## src/sv/pcb3d_pkg.sv

```systemverilog
package pcb3d_pkg;

  // fixed point format of the datapath
  localparam int FRAC_BITS = 16;
  localparam int IN_W      = 16;
  localparam int UNIT_W    = FRAC_BITS + 1;
  localparam int ACC_W     = FRAC_BITS + 8;
  localparam int PROD_W    = ACC_W + UNIT_W + 1;
  localparam int VAL_W     = FRAC_BITS + 5;
  localparam int OUT_W     = FRAC_BITS + 3;
  localparam int GRAD_W    = 4;
  localparam int NCORNER   = 8;
  localparam int CFG_IDX_W = 3;

  localparam logic [UNIT_W-1:0]       UNIT_T    = UNIT_W'(1) << FRAC_BITS;
  localparam logic signed [ACC_W-1:0] UNIT_ACC  = ACC_W'(1) << FRAC_BITS;
  localparam logic signed [ACC_W-1:0] FIFTEEN_U = ACC_W'(15) << FRAC_BITS;
  localparam logic signed [ACC_W-1:0] TEN_U     = ACC_W'(10) << FRAC_BITS;
  localparam logic signed [VAL_W-1:0] UNIT_VAL  = VAL_W'(1) << FRAC_BITS;
  localparam logic signed [VAL_W-1:0] TWO_U     = VAL_W'(2) << FRAC_BITS;
  localparam logic signed [VAL_W-1:0] NEG_TWO_U = -TWO_U;

  // gradient selection codes: signed sums of two corner offsets a, b, c
  typedef enum logic [GRAD_W-1:0] {
    GR_A_B   = 4'd0,
    GR_NA_B  = 4'd1,
    GR_A_NB  = 4'd2,
    GR_NA_NB = 4'd3,
    GR_A_C   = 4'd4,
    GR_NA_C  = 4'd5,
    GR_A_NC  = 4'd6,
    GR_NA_NC = 4'd7,
    GR_B_C   = 4'd8,
    GR_NB_C  = 4'd9,
    GR_B_NC  = 4'd10,
    GR_NB_NC = 4'd11
  } grad_op_t;

  typedef logic signed [VAL_W-1:0] val_t;

  // a * t / 2^FRAC_BITS, rounded half up (floor of sum with half)
  function automatic logic signed [ACC_W-1:0] mulq(input logic signed [ACC_W-1:0] a,
                                                   input logic [UNIT_W-1:0] t);
    logic signed [PROD_W-1:0] p;
    logic signed [PROD_W-1:0] ts;
    ts = $signed({{(PROD_W-UNIT_W){1'b0}}, t});
    p  = PROD_W'(a) * ts;
    p  = p + $signed(PROD_W'(1) << (FRAC_BITS - 1));
    return ACC_W'(p >>> FRAC_BITS);
  endfunction

endpackage

```

## src/sv/pcb3d_fade.sv

```systemverilog
module pcb3d_fade (
  input  logic                           clk,
  input  logic                           rst,
  input  logic [pcb3d_pkg::IN_W-1:0]     x,
  output logic [pcb3d_pkg::UNIT_W-1:0]   t
);

  logic [pcb3d_pkg::UNIT_W-1:0]       x0, x1, x2, x3;
  logic signed [pcb3d_pkg::ACC_W-1:0] s0, s1, s2, s3;
  logic signed [pcb3d_pkg::ACC_W-1:0] xs, s0_next, t_raw;
  logic [pcb3d_pkg::UNIT_W-1:0]       t_next;

  // stage 0: 6x - 15
  always_comb begin
    xs = $signed({{(pcb3d_pkg::ACC_W-pcb3d_pkg::FRAC_BITS){1'b0}},
                  x[pcb3d_pkg::FRAC_BITS-1:0]});
    s0_next = (xs <<< 2) + (xs <<< 1) - pcb3d_pkg::FIFTEEN_U;
  end

  // last stage: clamp to [0, 1]
  always_comb begin
    t_raw = pcb3d_pkg::mulq(s3, x3);
    if (t_raw < 0) begin
      t_next = '0;
    end else if (t_raw > pcb3d_pkg::UNIT_ACC) begin
      t_next = pcb3d_pkg::UNIT_T;
    end else begin
      t_next = t_raw[pcb3d_pkg::UNIT_W-1:0];
    end
  end

  always_ff @(posedge clk) begin
    x0 <= {1'b0, x[pcb3d_pkg::FRAC_BITS-1:0]};
    s0 <= s0_next;
    x1 <= x0;
    s1 <= pcb3d_pkg::mulq(s0, x0) + pcb3d_pkg::TEN_U;
    x2 <= x1;
    s2 <= pcb3d_pkg::mulq(s1, x1);
    x3 <= x2;
    s3 <= pcb3d_pkg::mulq(s2, x2);
    t  <= t_next;
  end

  fade_t_range: assert property (@(posedge clk) disable iff (rst) t <= pcb3d_pkg::UNIT_T)
    else $error("fade weight above one");

endmodule

```

## config.mk

```make
export PLATFORM = sky130hd
export DESIGN_NAME = pcb3d_fade
export DESIGN_NICKNAME = d
export VERILOG_FILES = /design/src/sv/pcb3d_pkg.sv /design/src/sv/pcb3d_fade.sv
export SDC_FILE = /design/constraint.sdc
export NUM_CORES = 2
export LEC_CHECK = 0
export BUFFER_PORTS_ARGS = -buffer_cell sky130_fd_sc_hd__buf_4
export CORE_UTILIZATION = 35
export CTS_BUF_LIST = sky130_fd_sc_hd__clkbuf_4 sky130_fd_sc_hd__clkbuf_8 sky130_fd_sc_hd__clkbuf_16
export CTS_CLUSTER_DIAMETER = 200
export DETAILED_ROUTE_END_ITERATION = 8
export GPL_TIMING_DRIVEN = 0
export PLACE_DENSITY_LB_ADDON = 0.15
export SLEW_MARGIN = 5
export SYNTH_ARGS = -nofsm -noshare
export SYNTH_HDL_FRONTEND = slang
export SYNTH_SLANG_ARGS = --single-unit
```

## constraint.sdc

```tcl
create_clock -name clk -period 8.9 [get_ports clk]
set_input_delay 1.335 -clock clk [delete_from_list [all_inputs] [get_ports clk]]
set_output_delay 1.335 -clock clk [all_outputs]
set_load 0.01 [all_outputs]
```

==> out/metrics.yaml <==
logic_synthesis:
  syn_nets: 8064
  ys_seq_area_frac: 0.05941
  synth-seq-cells: 170
  syn_area_per_cell_sq_um: 9.319
  synth_area_sq_um: 57280
  synth-edff-count: 0
  yosysUniqueCellTypes: 87
  ys.flop_type: "dfxtp_1"
  yosys_warnings: 0
  synth_cells: 6147
  async_reset_ff_frac: 0
detailed_routing:
  met2_length_microns: 74190
  firstDrtPassIters: 5
  ant_nets: 0
  routed_wl_microns: 161300
  wl_per_cell_microns: 19.21
  dr_total_vias: 39660
  vias_per_cell: 4.724
  met1Wirelength_microns: 77440
  dr_wl_met3_microns: 7243
  drtIter0Drc: 2230
  routed.top_layer: "met4"
  drcViolationCount: 0
setup_path:
  critPathBufInv: 6
  r2r_start: "s0[13]"
  crit_path_end_kind: "register"
  cp_slowest_cell: "fa_1"
  cpPeakStageDelay_ns: 0.56
  r2r_setup_slack_ns: 0.23
  cp_max_fo: 10
  crit_type: "reg2reg"
  required_ns: 9.36
  worst_ep_arrival_time_ns: 9.13
  r2r_cells: 27
  crit_top_cell: "fa_1"
  start_kind: "register"
  cp_top_family: "adder cells"
  rr_endpoint: "s1[21]"
cts:
  cts.clk_slew.worst_paths_ns: 0.09
  htree_num_levels: 4
  cts_tree: "built"
  cts-buffers-inserted: 17
  clockRootBuffer: "clkbuf_16"
  cts_sinks: 170
  clock_path_buffers: 2
  clk_latency_ns: 0.56
timing:
  hold_viol_final: 0
  fin_worst_skew_ns: 0.02427
  max_freq_ghz: 0.1154
  worstMarginPinSlew_ns: 1.326
  relSlewSlack: 0.09329
  layout_min_cycle_time_ns: 8.667
  slew_violations: 0
  fin_ws_ns: 0.2333
  fin_crit_sh: 0.9738
  setup_viol_count_final: 0
  rsz0062_at_grt: "true"
  timing.hold.ws_ns: 0.4275
die:
  core_area_sq_um: 162600
  std_cell_rows: 148
  start_util: 0.3523
  io-pin-count: 35
  chipWidth_microns: 406.6
  die_h_microns: 406.6
  design.die.area_sq_um: 165300
min_path:
  worstHoldPathType: "reg2reg"
  holdPathStages: 0
  hold_end: "x1[4]"
  hold_start: "x0[4]"
placement:
  pre_cts_ws_ns: -1.451
  hpwl_microns: 139400
  portBuffers: 33
  place.gp.congestion: 0.9019
  placed_area_sq_um: 60250
grt:
  grt_start_max_net_pins: 21
  antenna_found_initial: 6
  grt_overflow: 0
  grt_first_pass_wirelength_microns: 257600
  grt.total_usage: 0.2062
  grt_pass1_vias: 43290
cells_and_area:
  design_area_sq_um: 61210
  fin_util: 0.3765
  fin_nets: 8121
  area_growth_syn_to_layout_pct: 6.859
  drive_above_1_share: 0.03137
run:
  drv_cap: 0
status:
  status: "complete, no violations"
==> per-layer routing <==
layer,vias up,GRT usage
li1,18010,-
met1,20750,0.2991
met2,801,0.3321
met3,100,0.02435
met4,0,0.03766
met5,-,0
==> layout by cell type, fill, tap and decap left out, types with 16 or more instances in the layout <==
master	instances
o21ai_0	45
nand4_1	20
clkbuf_1	178
nand2b_1	16
and2_1	699
dfxtp_1	154
nand3_1	20
clkbuf_16	17
xor2_1	40
buf_4	48
nor3_1	38
xnor2_1	112
o21a_1	21
nand2_1	792
a21oi_1	79
inv_1	1592
a21o_1	57
clkbuf_2	23
and3_1	20
fa_1	1417
ha_1	481
nor2_1	79
==> cells by family (layout without fill, tap and decap cells) <==
family,after synthesis,count (layout),synth area share
muxes,6,6,0.001048
DFF,170,170,0.05941
xor gates and xnor gates,154,154,0.02355
and+or+nand+nor,1753,1753,0.1538
adders and majority gates,1899,1899,0.6005
AOI/OAI and AO/OA,339,339,0.04165
buffers and inverters,1826,1896,0.1200
other,0,4,0
==> through the flow <==
step / cells / setup TNS, ns
6_report: 8396 / 0
5_1_grt: 8392 / -0.1017
4_1_cts: 8386 / 0
3_5_place_dp: 8355 / -5.789
3_3_place_gp: 8355 / -5.499
2_1_floorplan: 6147 / 0
==> state kept, by name, indices dropped and copies added, names as in the netlist <==
signal and count:
t 17, s2 24, x2 16, s3 24, s1 24, s0 18, x1 16, x0 15
x3 16
==> final cells by class <==
class                   instances  area, sq um
well taps                    2175         2721
clock inverters                14        152.6
flip-flops and latches        170         3431
multi-input cells            4151        47170
inverters                    1592         5976
diodes                          4        10.01
fillers                     16890       101400
plain buffers                 231         1002
repair buffers                 41        307.8
clock buffers                  18        439.2
==> worst max-delay path by stage <==
stage                start     end  slack, ns  depth (start not counted)
floorplan            x0[8]  s1[23]       0.94                         29
global placement    x0[11]  s1[21]      -1.43                         29
detailed placement  x0[11]  s1[21]      -1.45                         29
CTS                  x0[8]  s1[21]       0.01                         29
global route         x0[3]  s1[21]      -0.07                         28
finish              s0[13]  s1[21]       0.23                         27
==> Yosys cell counts, types with 21 or more instances <==
cell type | n | area [sq um]
and2_1 | 699 | 4373
dfxtp_1 | 170 | 3403
ha_1 | 482 | 6031
clkbuf_1 | 225 | 844.6
nor3_1 | 41 | 205.2
inv_1 | 1592 | 5976
o21a_1 | 21 | 157.7
nor2_1 | 81 | 304.0
nand2_1 | 792 | 2973
a21oi_1 | 85 | 425.4
xor2_1 | 40 | 350.3
o21ai_0 | 46 | 230.2
xnor2_1 | 114 | 998.5
fa_1 | 1417 | 28370
a21o_1 | 57 | 427.9
==> worst register-to-register path, cell delays in order (launching register included) <==
cell       delay [ns]
dfxtp_1          0.54
clkbuf_2         0.35
nand2_1          0.13
fa_1             0.51
fa_1             0.49
fa_1             0.56
inv_1            0.06
fa_1             0.49
fa_1             0.49
inv_1            0.05
fa_1             0.47
inv_1            0.04
ha_2             0.41
nand2_1          0.17
nor2_2           0.18
o311ai_2         0.21
nor4b_4          0.20
a2111oi_4        0.48
or4b_4           0.56
or4_1            0.51
buf_6            0.17
nor3_2           0.17
xnor2_2          0.20
ha_1             0.23
inv_1            0.07
a22o_1           0.21
a221o_1          0.40
xnor2_2          0.25
==> repair_timing <==
action                     4_1_cts  5_1_grt
resized for setup               76       60
setup endpoints to repair       11       16
pin swaps                        4        5
hold buffers                     0        0
setup buffers                    1        7
Power is not shown: default switching activity piles up to over one toggle a cycle in this logic, so the estimate is an artifact.
