$ cat config.mk
export PLATFORM = sky130hd
export DESIGN_NAME = pcb3d_lerp
export DESIGN_NICKNAME = d
export VERILOG_FILES = /design/src/sv/pcb3d_pkg.sv /design/src/sv/pcb3d_lerp.sv
export SDC_FILE = /design/constraint.sdc
export NUM_CORES = 1
export LEC_CHECK = 0
export ABC_AREA = 0
export BUFFER_PORTS_ARGS = -buffer_cell sky130_fd_sc_hd__buf_2
export CAP_MARGIN = 10
export CORE_UTILIZATION = 37
export DETAILED_ROUTE_END_ITERATION = 16
export HOLD_SLACK_MARGIN = 0.03
export SLEW_MARGIN = 20
export SYNTH_ARGS = -nofsm -noshare
export SYNTH_HDL_FRONTEND = slang
export SYNTH_SLANG_ARGS = --single-unit
$ cat constraint.sdc
create_clock -name clk -period 12.9 [get_ports clk]
set_input_delay 3.225 -clock clk [delete_from_list [all_inputs] [get_ports clk]]
set_output_delay 3.225 -clock clk [all_outputs]
set_load 0.01 [all_outputs]
$ cat src/sv/pcb3d_pkg.sv
package pcb3d_pkg;

  // fixed point format of the datapath
  localparam int FRAC_BITS = 16;
  localparam int IN_W      = 16;
  localparam int UNIT_W    = FRAC_BITS + 1;
  localparam int ACC_W     = FRAC_BITS + 8;
  localparam int PROD_W    = ACC_W + UNIT_W + 1;
  localparam int VAL_W     = FRAC_BITS + 5;
  localparam int OUT_W     = FRAC_BITS + 3;
  localparam int GRAD_W    = 4;
  localparam int NCORNER   = 8;
  localparam int CFG_IDX_W = 3;

  localparam logic [UNIT_W-1:0]       UNIT_T    = UNIT_W'(1) << FRAC_BITS;
  localparam logic signed [ACC_W-1:0] UNIT_ACC  = ACC_W'(1) << FRAC_BITS;
  localparam logic signed [ACC_W-1:0] FIFTEEN_U = ACC_W'(15) << FRAC_BITS;
  localparam logic signed [ACC_W-1:0] TEN_U     = ACC_W'(10) << FRAC_BITS;
  localparam logic signed [VAL_W-1:0] UNIT_VAL  = VAL_W'(1) << FRAC_BITS;
  localparam logic signed [VAL_W-1:0] TWO_U     = VAL_W'(2) << FRAC_BITS;
  localparam logic signed [VAL_W-1:0] NEG_TWO_U = -TWO_U;

  // gradient selection codes: signed sums of two corner offsets a, b, c
  typedef enum logic [GRAD_W-1:0] {
    GR_A_B   = 4'd0,
    GR_NA_B  = 4'd1,
    GR_A_NB  = 4'd2,
    GR_NA_NB = 4'd3,
    GR_A_C   = 4'd4,
    GR_NA_C  = 4'd5,
    GR_A_NC  = 4'd6,
    GR_NA_NC = 4'd7,
    GR_B_C   = 4'd8,
    GR_NB_C  = 4'd9,
    GR_B_NC  = 4'd10,
    GR_NB_NC = 4'd11
  } grad_op_t;

  typedef logic signed [VAL_W-1:0] val_t;

  // a * t / 2^FRAC_BITS, rounded half up (floor of sum with half)
  function automatic logic signed [ACC_W-1:0] mulq(input logic signed [ACC_W-1:0] a,
                                                   input logic [UNIT_W-1:0] t);
    logic signed [PROD_W-1:0] p;
    logic signed [PROD_W-1:0] ts;
    ts = $signed({{(PROD_W-UNIT_W){1'b0}}, t});
    p  = PROD_W'(a) * ts;
    p  = p + $signed(PROD_W'(1) << (FRAC_BITS - 1));
    return ACC_W'(p >>> FRAC_BITS);
  endfunction

endpackage

$ cat src/sv/pcb3d_lerp.sv
module pcb3d_lerp (
  input  logic                         clk,
  input  pcb3d_pkg::val_t              a,
  input  pcb3d_pkg::val_t              b,
  input  logic [pcb3d_pkg::UNIT_W-1:0] t,
  output pcb3d_pkg::val_t              q
);

  pcb3d_pkg::val_t                    diff;
  logic signed [pcb3d_pkg::ACC_W-1:0] step;

  always_comb begin
    diff = b - a;
    step = pcb3d_pkg::mulq(pcb3d_pkg::ACC_W'(diff), t);
  end

  always_ff @(posedge clk) begin
    q <= a + pcb3d_pkg::VAL_W'(step);
  end

endmodule

==> metrics.md, run 1 <==
| Metric | Value |
|---|---|
| Congestion Overflow GR | 0 |
| Worst Path Required | 13.05 ns |
| Final hold violations | 0 |
| Syn_area_per_cell | 8.651 um^2 |
| Critical Path Source | a[1] |
| Hold Path Class | in2reg |
| Largest net degree at the start of global routing | 39 |
| Final Cycle Share | 0.9653 |
| Top Registers | q (21) |
| Actual slew at the worst max-slew pin | between 0.7 and 0.8 ns |
| Rel. slew slack | 0.4800 |
| I/O Buffers | 80 |
| CTS tree | done |
| Routed WL | ~40000 um |
| Hold Buf Count CTS | 0 |
| Yosys warns | 0 |
| Status | finished, final reports clean |
| Routed len/inst | ~16 um |
| Max cap viols | 0 |
| Proportion of layout cells with a drive suffix above 1 | 0.08666 |
| Initial antenna violation count | 0 |
| Post-synth top area cell | fa_1 |
| EDFF count, synth | 0 |
| CP Capture Point | q[20] |
| CP max-delay cell | fa_1 |
| Die span in x | 209.9 um |
| Initial Util | 0.3778 |
| Nets | 2464 |
| Post-synth top area share | 0.4320 |
| Ys async rst share | 0 |
| CP Max Fanout | 16 |
| Final ANT Viol Nets | 0 |
| First DRT Iteration DRCs | 536 |
| GP Congestion | between 0.8 and 0.9 |
| H-tree depth | 1 |
| Area contributors post-synth | fa_1 43%, ha_1 12%, inv_1 10% |
| Vias | 12130 |
| Netlist Area Pre-Place | approximately 16000 um^2 |
| Data arrival, critical path | 12.61 ns |
| Count of pins over their slew limit | 0 |
| Clk slew on worst S/H paths | 0.06 ns |
| Worst setup SP type | input port |
| Vias in the first global route | 12820 |
| Top FF cell, synth | dfxtp_1 |
| Core area | 42320 um^2 |
| Setup tns final | 0 ns |
| Commonest non-fill, non-tap cell in the layout | inv_1 |
| I/O pin cnt | 81 |
| Distinct cells, synth | 62 |
| Register area share after synthesis | 0.02630 |
| Root Buffer | clkbuf_16 |
| Commonest cells after routing, fill and taps aside | 445 x inv_1, 344 x fa_1, 215 x nand2_1 |
| CP bufs+invs | 7 |
| Critical path type | in2reg |
| Filler instances | 4267 |
| First-pass GRT wire length | 65560 um |
| Max FFs per register | 21 |
| Total GRT Usage | 0.1878 |
| CTS buffer count | 3 |
| Yosys reg bits | 21 |
| Dpl hpwl | 33470 um |
| Top delay family on crit path | adder cells |
| # DRC | 0 |
| Setup-failing EPs final | 0 |
| Synth Instances | 1848 |
| Die area | 44050 um^2 |
| Post-synthesis net count | 2407 |
| FP Rows | 75 |
| Reg with most FFs | q |
| Top cell by count, worst path | fa_1 |
| WP depth | 40 |
| Area grow syn2layout | 8.757% |
| Largest stage delay, worst path | around 0.57 ns |
| Die H | 209.9 um |
| CP endpoint kind | flop |
| F_max | 0.08031 GHz |
| DR vias/cell | around 4.9 |
| Final min period | 12.45 ns |
| Clk sinks | 21 |
| Longest Clk Path Bufs | 2 |
| Router iterations before antenna repair | 5 |
[per-layer routing]
metal / global-route usage / routed length, um / up-vias
li1: - / - / 5718
met1: 0.2471 / 17280 / 6138
met2: 0.3394 / 20500 / 235
met3: 0.01571 / 1374 / 43
met4: 0.03146 / 639 / 0
met5: 0 / 0 / -
[logic make-up after synthesis]
group / after synthesis / share of synthesized area
flops: 21 / 0.02629
simple gates: 552 / 0.1762
xor+xnor: 63 / 0.03451
compound gates: 172 / 0.07576
buf+inv: 523 / 0.1229
fa+ha+maj: 499 / 0.5525
mux: 18 / 0.01182
[cell usage after synthesis (2+ instances only)]
library cell / count
a2111o_1: 2
a211oi_1: 4
a21o_1: 12
a21oi_1: 38
a22o_1: 2
a311o_1: 9
a311oi_1: 7
a31o_2: 3
a31oi_1: 6
and2_1: 152
and3_1: 7
and4_1: 2
clkbuf_1: 76
dfxtp_1: 21
fa_1: 345
ha_1: 154
inv_1: 445
mux2_2: 7
mux2i_1: 11
nand2_1: 215
nand2b_1: 32
nand3_1: 12
nand4_1: 5
nor2_1: 32
nor2b_1: 48
nor3_1: 18
nor4_1: 17
o2111ai_1: 2
o211a_1: 2
o211ai_1: 22
o21a_1: 17
o21ai_0: 23
o21bai_1: 5
o311ai_0: 3
or2_2: 3
or3_1: 2
xnor2_1: 53
xor2_1: 10
[layout make-up]
| type | instances | area (um^2) | area share |
|---|---|---|---|
| well taps | 577 | 721.9 | 0.04152 |
| flip-flops and latches | 21 | 420.4 | 0.02418 |
| diodes | 1 | 2.502 | 0.0001439 |
| multi-input cells | 1304 | 13690 | 0.7876 |
| clock buffers | 4 | 78.83 | 0.004533 |
| repair buffers | 130 | 799.5 | 0.04598 |
| inverters | 445 | 1670 | 0.09606 |
[per-stage QoR]
| step | cell area (um^2) | cells | worst slack (ns) | utilization | hold WS (ns) |
|---|---|---|---|---|---|
| 5_1_grt | 17390 | 2481 | -0.01963 | 0.4108 | 3.218 |
| 2_1_floorplan | 15990 | 1848 | 0.7513 | - | 3.355 |
| 4_1_cts | 17290 | 2479 | 0.01285 | 0.4084 | 3.218 |
| 3_3_place_gp | 17210 | 2475 | -0.09220 | 0.4066 | 3.501 |
| 3_5_place_dp | 17210 | 2475 | -0.2068 | 0.4066 | 3.496 |
| 6_report | 17390 | 2482 | 0.4480 | 0.4109 | 3.212 |
[worst min path at each step]
stage / start / endpoint / slack, ns / cells past startpoint
6_report: a[0] / q[0] / 3.21 / 2
3_3_place_gp: a[0] / q[0] / 3.50 / 2
5_1_grt: a[0] / q[0] / 3.22 / 2
4_1_cts: a[0] / q[0] / 3.22 / 2
3_5_place_dp: a[0] / q[0] / 3.50 / 2
2_1_floorplan: a[0] / q[0] / 3.35 / 1
[repair_timing]
action | 4_1_cts | 5_1_grt
gates resized for setup | 0 | 23
buffers inserted | 0 | 2
endpoints found under the setup margin | 0 | 7
hold endpoints to repair | 0 | 0
Power of run 1 is left out: the tool's default activity adds up to more than one toggle a clock period on the data nets, which glitch-free logic cannot reach.
==> run 2: changes to the inputs <==
--- a/config.mk
+++ b/config.mk
@@ -6,10 +6,10 @@
 export NUM_CORES = 1
 export LEC_CHECK = 0
 export ABC_AREA = 0
-export BUFFER_PORTS_ARGS = -buffer_cell sky130_fd_sc_hd__buf_2
 export CAP_MARGIN = 10
 export CORE_UTILIZATION = 37
 export DETAILED_ROUTE_END_ITERATION = 16
+export DONT_BUFFER_PORTS = 1
 export HOLD_SLACK_MARGIN = 0.03
 export SLEW_MARGIN = 20
 export SYNTH_ARGS = -nofsm -noshare
==> metrics.md, run 2 (synthesis gave the netlist of run 1 again) <==
| Metric | Value |
|---|---|
| Status | finished, final reports clean (unchanged) |
| Initial antenna violation count | 0 (unchanged) |
| Longest Clk Path Bufs | 2 (unchanged) |
| Post-DP Area | 16780 um^2 (was 17210 um^2) |
| Cts repair resizes | 0 (unchanged) |
| Final ANT Viol Nets | 0 (unchanged) |
| Count of pins over their slew limit | 0 (unchanged) |
| Register area | 420.4 um^2 (unchanged) |
| Post CTS Setup Buffer Count | 0 (unchanged) |
| Nets | 2378 (was 2464) |
| Actual slew at the worst max-slew pin | 0.9010 ns (was 0.7603 ns) |
| Dpl cells | 2391 (was 2475) |
| Met2 routed wirelength | 20020 um (was 20500 um) |
| CP endpoint kind | flop (unchanged) |
| Vias | 11860 (was 12130) |
| Core area | 42320 um^2 (unchanged) |
| Commonest cells after routing, fill and taps aside | 445 x inv_1, 345 x fa_1, 215 x nand2_1 (was 445 x inv_1, 344 x fa_1, 215 x nand2_1) |
| Proportion of layout cells with a drive suffix above 1 | 0.04070 (was 0.08666) |
| Minimum hold slack | 3.093 ns (was 3.212 ns) |
| FP Rows | 75 (unchanged) |
| Dpl hpwl | 33430 um (was 33470 um) |
| Final min period | 12.32 ns (was 12.45 ns) |
| I/O pin cnt | 81 (unchanged) |
| Worst Path Required | 13.10 ns (was 13.05 ns) |
| GP Congestion | 0.8584 (was 0.8817) |
| WL met1 | 16660 um (was 17280 um) |
| Max FFs per register | 21 (unchanged) |
| Non-filler instance count after layout | 2395 (was 2482) |
| CP max-delay cell | fa_1 (unchanged) |
| Root Buffer | clkbuf_16 (unchanged) |
| Largest net degree at the start of global routing | 37 (was 39) |
| Post-Layout Inst Area | 16910 um^2 (was 17390 um^2) |
| Multi-input gate area | 13670 um^2 (was 13690 um^2) |
| Setup-failing EPs final | 0 (unchanged) |
| Highest routed layer | met4 (unchanged) |
| Routed WL | 38930 um (was 39790 um) |
| Area grow syn2layout | 5.752% (was 8.757%) |
| Diode count | 0 (was 1) |
| First DRT Iteration DRCs | 492 (was 536) |
| Critical path type | in2reg (unchanged) |
| CTS tree | done (unchanged) |
| Final hold violations | 0 (unchanged) |
| Congestion Overflow GR | 0 (unchanged) |
| Router iterations before antenna repair | 5 (unchanged) |
| Die area | 44050 um^2 (unchanged) |
| Hold Buf Count CTS | 0 (unchanged) |
| Rel. slew slack | 0.3950 (was 0.4800) |
| Top Registers | q (21) (unchanged) |
| DR vias/cell | 4.953 (was 4.889) |
| H-tree depth | 1 (unchanged) |
| Clk slew on worst S/H paths | 0.06 ns (about the same) |
| F_max | 0.08114 GHz (was 0.08031 GHz) |
| Commonest non-fill, non-tap cell in the layout | inv_1 (unchanged) |
| Setup tns final | 0 ns (unchanged) |
| Clk sinks | 21 (unchanged) |
| Initial Util | 0.3778 (unchanged) |
| Final Cycle Share | 0.9554 (was 0.9653) |
| Worst setup SP type | input port (unchanged) |
| Hold Path Class | in2reg (unchanged) |
| I/O Buffers | 0 (was 80) |
| Total GRT Usage | 0.1852 (was 0.1878) |
| Vias in the first global route | 12670 (was 12820) |
| Die H | 209.9 um (unchanged) |
| Max cap viols | 0 (unchanged) |
| First-pass GRT wire length | 65080 um (was 65560 um) |
| # DRC | 0 (unchanged) |
| Routed wl met3 | 1257 um (was 1374 um) |
| Die span in x | 209.9 um (unchanged) |
| Data arrival, critical path | 12.52 ns (was 12.61 ns) |
| Largest stage delay, worst path | 0.56 ns (was 0.57 ns) |
| CTS buffer count | 3 (unchanged) |
| Filler instances | 4314 (was 4267) |
| CP Max Fanout | 6 (was 16) |
| Routed len/inst | 16.25 um (was 16.03 um) |
| Reg with most FFs | q (unchanged) |
-- run 2: worst paths after layout --
kind	start	to	slack, ns	depth (start not counted)
max	a[8]	q[18]	0.58	38
min	a[0]	q[0]	3.09	1
-- run 2: final cells by class --
class | instances | area share
multi-input cells | 1304 | 0.8087
inverters | 445 | 0.09879
well taps | 577 | 0.04270
flip-flops and latches | 21 | 0.02486
repair buffers | 44 | 0.02028
clock buffers | 4 | 0.004662
-- run 2: stage by stage --
stage | setup slack (ns) | utilization
after floorplan | 0.7513 | -
after global placement | -0.1004 | 0.3964
after detailed placement | -0.2104 | 0.3964
after CTS | 0.05388 | 0.3983
after global routing | -0.01925 | 0.3995
final | 0.5751 | 0.3995
-- run 2: routing by layer --
metal / GRT usage / up-vias
met4: 0.04984 / 0
li1: - / 5529
met5: 0 / -
met3: 0.01781 / 53
met1: 0.2395 / 6072
met2: 0.3294 / 209
-- run 2: worst max-delay path, delay by kind of cell --
kind | cells | cell delay [ns]
AND/OR/NAND/NOR | 7 | 1.16
AO/OA/AOI/OAI | 14 | 3.49
adder cells (fa/ha/maj) | 9 | 3.78
XOR/XNOR | 3 | 0.66
buffers and inverters | 5 | 0.21
Power of run 2 is left out for the same reason.
